**src/sv/dava_pkg.sv**
```systemverilog
`timescale 1ns / 1ps

package dava_pkg;

    localparam int VelW    = 32;
    localparam int CfgW    = 31;
    localparam int TargetW = 48;
    localparam int IdxW    = 2;

    // register indexes on the configuration port
    localparam logic [IdxW-1:0] REG_LIN_VEL_LIMIT  = 2'd0;
    localparam logic [IdxW-1:0] REG_LIN_ACCEL_STEP = 2'd1;
    localparam logic [IdxW-1:0] REG_ROT_VEL_LIMIT  = 2'd2;
    localparam logic [IdxW-1:0] REG_ROT_ACCEL_STEP = 2'd3;

    // reset values, unsigned Q7.24
    localparam logic [CfgW-1:0] LIN_VEL_LIMIT_RST  = 31'd134217728;
    localparam logic [CfgW-1:0] LIN_ACCEL_STEP_RST = 31'd335544;
    localparam logic [CfgW-1:0] ROT_VEL_LIMIT_RST  = 31'd335544;
    localparam logic [CfgW-1:0] ROT_ACCEL_STEP_RST = 31'd6711;

    typedef struct packed {
        logic signed [VelW-1:0] lin_setpoint;
        logic signed [VelW-1:0] rot_setpoint;
    } in_t;

    typedef struct packed {
        logic signed [VelW-1:0]    lin_velocity;
        logic signed [VelW-1:0]    rot_velocity;
        logic signed [TargetW-1:0] lin_target;
        logic signed [TargetW-1:0] rot_target;
    } out_t;

    typedef struct packed {
        logic [CfgW-1:0] limit;
        logic [CfgW-1:0] step;
    } axis_cfg_t;

endpackage

```
**src/sv/dava_axis.sv**
```systemverilog
`timescale 1ns / 1ps

module dava_axis
    import dava_pkg::*;
(
    input  axis_cfg_t              cfg,
    input  logic signed [VelW-1:0] vel,
    input  logic signed [VelW-1:0] setpoint,
    output logic signed [VelW-1:0] vel_new
);

    // 34 bits holds any difference of two 32-bit values plus a step
    logic signed [VelW+1:0] lim_s;
    logic signed [VelW+1:0] nlim_s;
    logic signed [VelW+1:0] stp_s;
    logic signed [VelW+1:0] vel_s;
    logic signed [VelW+1:0] sp_raw;
    logic signed [VelW+1:0] sp_c;
    logic signed [VelW+1:0] ramp;
    logic signed [VelW+1:0] clamped;

    always_comb
    begin
        lim_s  = $signed({3'b000, cfg.limit});
        nlim_s = -lim_s;
        stp_s  = $signed({3'b000, cfg.step});
        vel_s  = {{2{vel[VelW-1]}}, vel};
        sp_raw = {{2{setpoint[VelW-1]}}, setpoint};

        priority if (sp_raw > lim_s)
            sp_c = lim_s;
        else if (sp_raw < nlim_s)
            sp_c = nlim_s;
        else
            sp_c = sp_raw;

        // slew toward the clamped setpoint, snap when within one step
        priority if (vel_s > sp_c)
            ramp = ((vel_s - sp_c) < stp_s) ? sp_c : vel_s - stp_s;
        else if (vel_s < sp_c)
            ramp = ((sp_c - vel_s) < stp_s) ? sp_c : vel_s + stp_s;
        else
            ramp = vel_s;

        priority if (ramp > lim_s)
            clamped = lim_s;
        else if (ramp < nlim_s)
            clamped = nlim_s;
        else
            clamped = ramp;

        vel_new = clamped[VelW-1:0];
    end

endmodule

```
**src/sv/dual_axis_velocity_ramp_top.sv**
```systemverilog
`timescale 1ns / 1ps

// Two-axis velocity slew-rate limiter, one request per control tick.
// Input channel (in_valid/in_ready/in_data): linear and rotational velocity
// setpoints, signed Q8.24. Output channel (out_valid/out_ready/out_data):
// both ramped velocities and both Q24.24 position targets, which wrap.
// Config port: cfg_we with cfg_index/cfg_data writes one limit or step
// register; write only while no request is in flight.
// The result is registered into the output register, or the skid entry when
// that is held. Throughput: one request per clock while in_ready is high.
// The whole update (clamp, slew, clamp, target add) is combinational on the
// kept velocity and target registers; that chain sets the clock period.
// Stall: a result register plus a one-entry skid register sit at the output,
// so a request is still accepted while one result waits; in_ready drops
// only when both hold results.
// Reset: velocities and targets clear to zero, limits and steps return to
// their defaults, and both output entries are emptied.
module dual_axis_velocity_ramp_top
    import dava_pkg::*;
(
    input  logic            clk,
    input  logic            rst_n,
    input  logic            in_valid,
    output logic            in_ready,
    input  in_t             in_data,
    output logic            out_valid,
    input  logic            out_ready,
    output out_t            out_data,
    input  logic            cfg_we,
    input  logic [IdxW-1:0] cfg_index,
    input  logic [CfgW-1:0] cfg_data
);

    axis_cfg_t lin_cfg_reg;
    axis_cfg_t rot_cfg_reg;

    logic signed [VelW-1:0]    lin_vel_reg;
    logic signed [VelW-1:0]    rot_vel_reg;
    logic signed [TargetW-1:0] lin_target_reg;
    logic signed [TargetW-1:0] rot_target_reg;

    logic signed [VelW-1:0]    lin_vel_next;
    logic signed [VelW-1:0]    rot_vel_next;
    logic signed [TargetW-1:0] lin_target_next;
    logic signed [TargetW-1:0] rot_target_next;

    out_t result;
    out_t out_data_reg;
    out_t skid_data_reg;
    logic out_valid_reg;
    logic skid_valid_reg;

    logic in_fire;
    logic out_fire;
    logic out_free;

    // configuration registers
    always_ff @(posedge clk or negedge rst_n)
    begin
        if (!rst_n)
        begin
            lin_cfg_reg.limit <= LIN_VEL_LIMIT_RST;
            lin_cfg_reg.step  <= LIN_ACCEL_STEP_RST;
            rot_cfg_reg.limit <= ROT_VEL_LIMIT_RST;
            rot_cfg_reg.step  <= ROT_ACCEL_STEP_RST;
        end
        else if (cfg_we)
        begin
            unique case (cfg_index)
                REG_LIN_VEL_LIMIT:  lin_cfg_reg.limit <= cfg_data;
                REG_LIN_ACCEL_STEP: lin_cfg_reg.step  <= cfg_data;
                REG_ROT_VEL_LIMIT:  rot_cfg_reg.limit <= cfg_data;
                REG_ROT_ACCEL_STEP: rot_cfg_reg.step  <= cfg_data;
                default: ;
            endcase
        end
    end

    // per-axis ramp
    dava_axis u_lin_axis (
        .cfg      (lin_cfg_reg),
        .vel      (lin_vel_reg),
        .setpoint (in_data.lin_setpoint),
        .vel_new  (lin_vel_next)
    );

    dava_axis u_rot_axis (
        .cfg      (rot_cfg_reg),
        .vel      (rot_vel_reg),
        .setpoint (in_data.rot_setpoint),
        .vel_new  (rot_vel_next)
    );

    // targets wrap mod 2^48
    assign lin_target_next = lin_target_reg
                           + {{(TargetW-VelW){lin_vel_next[VelW-1]}}, lin_vel_next};
    assign rot_target_next = rot_target_reg
                           + {{(TargetW-VelW){rot_vel_next[VelW-1]}}, rot_vel_next};

    always_comb
    begin
        result.lin_velocity = lin_vel_next;
        result.rot_velocity = rot_vel_next;
        result.lin_target   = lin_target_next;
        result.rot_target   = rot_target_next;
    end

    // handshakes
    assign in_ready  = !skid_valid_reg;
    assign in_fire   = in_valid && in_ready;
    assign out_valid = out_valid_reg;
    assign out_data  = out_data_reg;
    assign out_fire  = out_valid_reg && out_ready;
    // output register is free for a new load this cycle
    assign out_free  = !out_valid_reg || out_fire;

    // kept state advances on every accepted request
    always_ff @(posedge clk or negedge rst_n)
    begin
        if (!rst_n)
        begin
            lin_vel_reg    <= '0;
            rot_vel_reg    <= '0;
            lin_target_reg <= '0;
            rot_target_reg <= '0;
        end
        else if (in_fire)
        begin
            lin_vel_reg    <= lin_vel_next;
            rot_vel_reg    <= rot_vel_next;
            lin_target_reg <= lin_target_next;
            rot_target_reg <= rot_target_next;
        end
    end

    // output register and skid entry
    always_ff @(posedge clk or negedge rst_n)
    begin
        if (!rst_n)
        begin
            out_valid_reg  <= 1'b0;
            skid_valid_reg <= 1'b0;
        end
        else
        begin
            priority if (skid_valid_reg)
            begin
                // no request is taken while the skid entry is full
                if (out_fire)
                    skid_valid_reg <= 1'b0;
            end
            else if (in_fire)
            begin
                if (out_free)
                    out_valid_reg <= 1'b1;
                else
                    skid_valid_reg <= 1'b1;
            end
            else if (out_fire)
                out_valid_reg <= 1'b0;
        end
    end

    always_ff @(posedge clk)
    begin
        if (skid_valid_reg)
        begin
            if (out_fire)
                out_data_reg <= skid_data_reg;
        end
        else if (in_fire)
        begin
            if (out_free)
                out_data_reg <= result;
            else
                skid_data_reg <= result;
        end
    end

endmodule

```
**config.mk**
```make
export PLATFORM = sky130hd
export DESIGN_NAME = dual_axis_velocity_ramp_top
export DESIGN_NICKNAME = d
export VERILOG_FILES = /design/src/sv/dava_pkg.sv /design/src/sv/dava_axis.sv /design/src/sv/dual_axis_velocity_ramp_top.sv
export SDC_FILE = /design/constraint.sdc
export NUM_CORES = 2
export LEC_CHECK = 0
export BUFFER_PORTS_ARGS = -buffer_cell sky130_fd_sc_hd__buf_2
export CORE_UTILIZATION = 25
export CTS_CLUSTER_DIAMETER = 30
export CTS_CLUSTER_SIZE = 20
export DETAILED_ROUTE_END_ITERATION = 7
export PLACE_DENSITY = 0.48
export SETUP_SLACK_MARGIN = 0.02
export SYNTH_ARGS = -nofsm -noshare
export SYNTH_HDL_FRONTEND = slang
export SYNTH_SLANG_ARGS = --single-unit
```
**constraint.sdc**
```tcl
create_clock -name clk -period 20.9 [get_ports clk]
set_clock_uncertainty 0.1 [all_clocks]
set_input_delay 4.18 -clock clk [delete_from_list [all_inputs] [get_ports clk]]
set_output_delay 4.18 -clock clk [all_outputs]
set_load 0.1 [all_outputs]
```
==> flow_summary.ini <==
[yosys]
synth_top_area_share_pct = 17.3
syn_avg_cell_area_sq_um = 8.61
synth_edf_count = 320
synth-compound-area-share_pct = 21.9
synth_largest_area_cell = edfxtp_1
synth_most_common_cell = ha_1
synth_cells = 6460
yosys-mux-area-fraction_pct = 5.38
synth_top_family_by_area = compound AO/OA/AOI/OAI gates
synthAdderAreaFrac_pct = 16.7
ys_ff_latch = 606
synth_area_leaders = edfxtp_1, ha_1, dfrtp_1
synth.distinct_cells = 113
synth_common_cells = ha_1, nand2_1, o21ai_0
syn_area_sq_um = 55600
async_reset_ff_share_pct = 47.2
ys_seq_area_share_pct = 30.2
syn_nets = 7300
ys_warn_count = 0
synth-xor-area-share_pct = 5.95
synthFlopType = edfxtp_1
yosys.area_share.simple_pct = 14.0

[clock_network]
cts_tree = yes
cts-buffers-inserted = 165
htree_levels = 4
cts-root-buf = clkbuf_16
clkTransAtPathRegs_ns = 0.05
clock_sinks = 606
worst_skew_pair.late_latency_ns = 0.83
clockBufferDepth = 3

[cells_and_area]
drive_gt1_share_pct = 18.5
nFillCells = 23400
multi_input_area_sq_um = 35700
instances_no_fill = 10200
syn_to_final_growth_pct = 24.7
ff_latch_area_sq_um = 16800
nNetsFinal = 7916

[sta]
period_share_pct = 95.7
max_freq_ghz = 0.0500
setup_violations = 0
max_slew_margin_pct = 13.8
fin_crit_ns = 20.00
fin_tns_setup_ns = 0
rsz0062_at_grt = false
max_slew.worst_pin.slew_ns = 1.28
maxSlewViolCount = 0
hold_viol = 0

[detailed_routing]
routed-via-count = 51600
avgViaCountPerCell = 5.07
totalWireLength_um = 241000
drcViolationCount = 0
firstDrtPassIters = 6
routedWlPerCell_um = 23.6
antenna_left = 0
drt_iter0_markers = 4608

[worst_setup_path]
worstRegToRegCells = 76
arrival_ns = 20.47
cp-start-kind = input port
cp_max_fo = 15
cp_slowest_stage_delay_ns = 0.50
cp_data_required_time_ns = 21.37
cp-end-kind = flop
crit_top_cell = o21ai_0
reg2reg_from = lin_cfg_reg[32]
critical_path_class = in2reg
crit_slowest_cell = o31a_2
reg2reg_slack_ns = 1.58
rr_endpoint = out_data[94]

[global_route]
grt_pass1_wl_um = 350000
grt_util_met3_pct = 2.78
track_usage_pct = 21.1
grt_pass1_vias = 50400
gr-usage-met2_pct = 33.1
gr-usage-met1_pct = 29.3
grt_remaining_overflow = 0
grt_max_degree = 102
antenna_found_initial = 15
busiest_layer = met2

[worst_hold_path]
holdCritStartpoint = lin_target_reg[0]
hold_class = reg2reg
hold_depth = 2
hold_end = lin_target_reg[0]

[placed_design]
gp_congestion = 0.979
port_buffers = 263
dp.cells = 9861
dp_hpwl_um = 193000

[floorplan]
initial_utilization_pct = 25.2
dieArea_sq_um = 224000
pin_count = 264
die_x_um = 474
rows = 172
coreArea_sq_um = 220000
die_y_um = 474

[outcome]
status = finished clean

[job]
maxCapViolations = 0
==> cells in the final DEF (no fill, tap or decap), types with 20 or more instances in the layout <==
cell type and n:
a211oi_1 93, clkbuf_16 165, nor4_1 25, and2_1 28, nand4_1 90, o21bai_1 72, o211ai_1 79, dfstp_2 29
a21oi_1 555, o21a_1 73, a21o_1 153, or2_2 22, nor2b_1 63, o22ai_1 25, dfrtp_1 256, edfxtp_1 320
or3_1 21, a31oi_1 35, o21ai_0 601, nand2_1 634, mux2_2 172, nand2b_1 60, xnor2_1 273, nand3_1 97
o31ai_1 30, ha_1 727, buf_2 262, inv_1 539, clkinv_2 30, buf_4 465, bufinv_16 24, and3_1 23
xor2_1 102, nor2_1 396, o21ai_1 23, a31o_2 20, and4_1 20, nor3_1 97, mux2i_1 104
==> layer usage <==
metal	wire (um)	vias up	share of wire [%]
met3	12600	330	5.2
met1	113000	25200	47
li1	-	24500	-
met2	106000	1540	44
met5	24	-	0.010
met4	9080	4	3.8
==> cell type report <==
class,instances,share of cell area [%]
Antenna cell,7,0.0253
Clock buffer,190,6.25
Clock inverter,120,2.41
Inverter,551,2.98
Multi-Input combinational cell,5011,51.4
Sequential cell,606,24.2
Tap cell,2958,5.34
Timing Repair Buffer,741,7.32
==> stage by stage <==
stage               instance area (sq um)  util [%]  hold WS, ns  setup slack [ns]
global placement                    63200      28.7        0.367            -0.783
global route                        69300      31.5        0.396            0.0678
finish                              69300      31.5        0.382             0.896
floorplan                           55600         -        0.348              2.47
detailed placement                  63200      28.7        0.371            -0.673
CTS                                 69200      31.4        0.382             0.114
==> worst max-delay path: cells and delay by family <==
family / cells / cell delay [ns]
buf+inv: 8 / 1.35
xor+xnor: 2 / 0.34
compound gates: 39 / 9.47
fa+ha+maj: 5 / 1.65
mux: 1 / 0.33
simple gates: 16 / 3.13
==> worst max path at each step <==
| stage | slack, ns | end | startpoint |
|---|---|---|---|
| 6_report | 0.90 | out_data[94] | in_data[43] |
| 3_3_place_gp | -0.78 | out_data[92] | in_data[51] |
| 3_5_place_dp | -0.67 | out_data[92] | in_data[61] |
| 5_1_grt | 0.07 | out_data[92] | in_data[43] |
| 4_1_cts | 0.11 | out_data[92] | in_data[61] |
| 2_1_floorplan | 2.47 | out_data[47] | in_data[27] |
==> timing repair <==
item                                    CTS  global route
gates resized for setup                   0            11
buffers inserted                          0             6
hold buffers                              0             0
endpoints found under the setup margin    0            37
==> cell families (layout without fill, tap and decap cells) <==
family	count (synthesis)	after routing
AOI/OAI and AO/OA	1971	1971
xor gates and xnor gates	376	376
adders and majority gates	738	738
buffers and inverters	843	1602
DFF	606	606
muxes	277	277
other	0	7
and+or+nand+nor	1649	1649
Power is left out: the tool's default activity adds up to more than one toggle a clock period on the data nets, which glitch-free logic cannot reach.
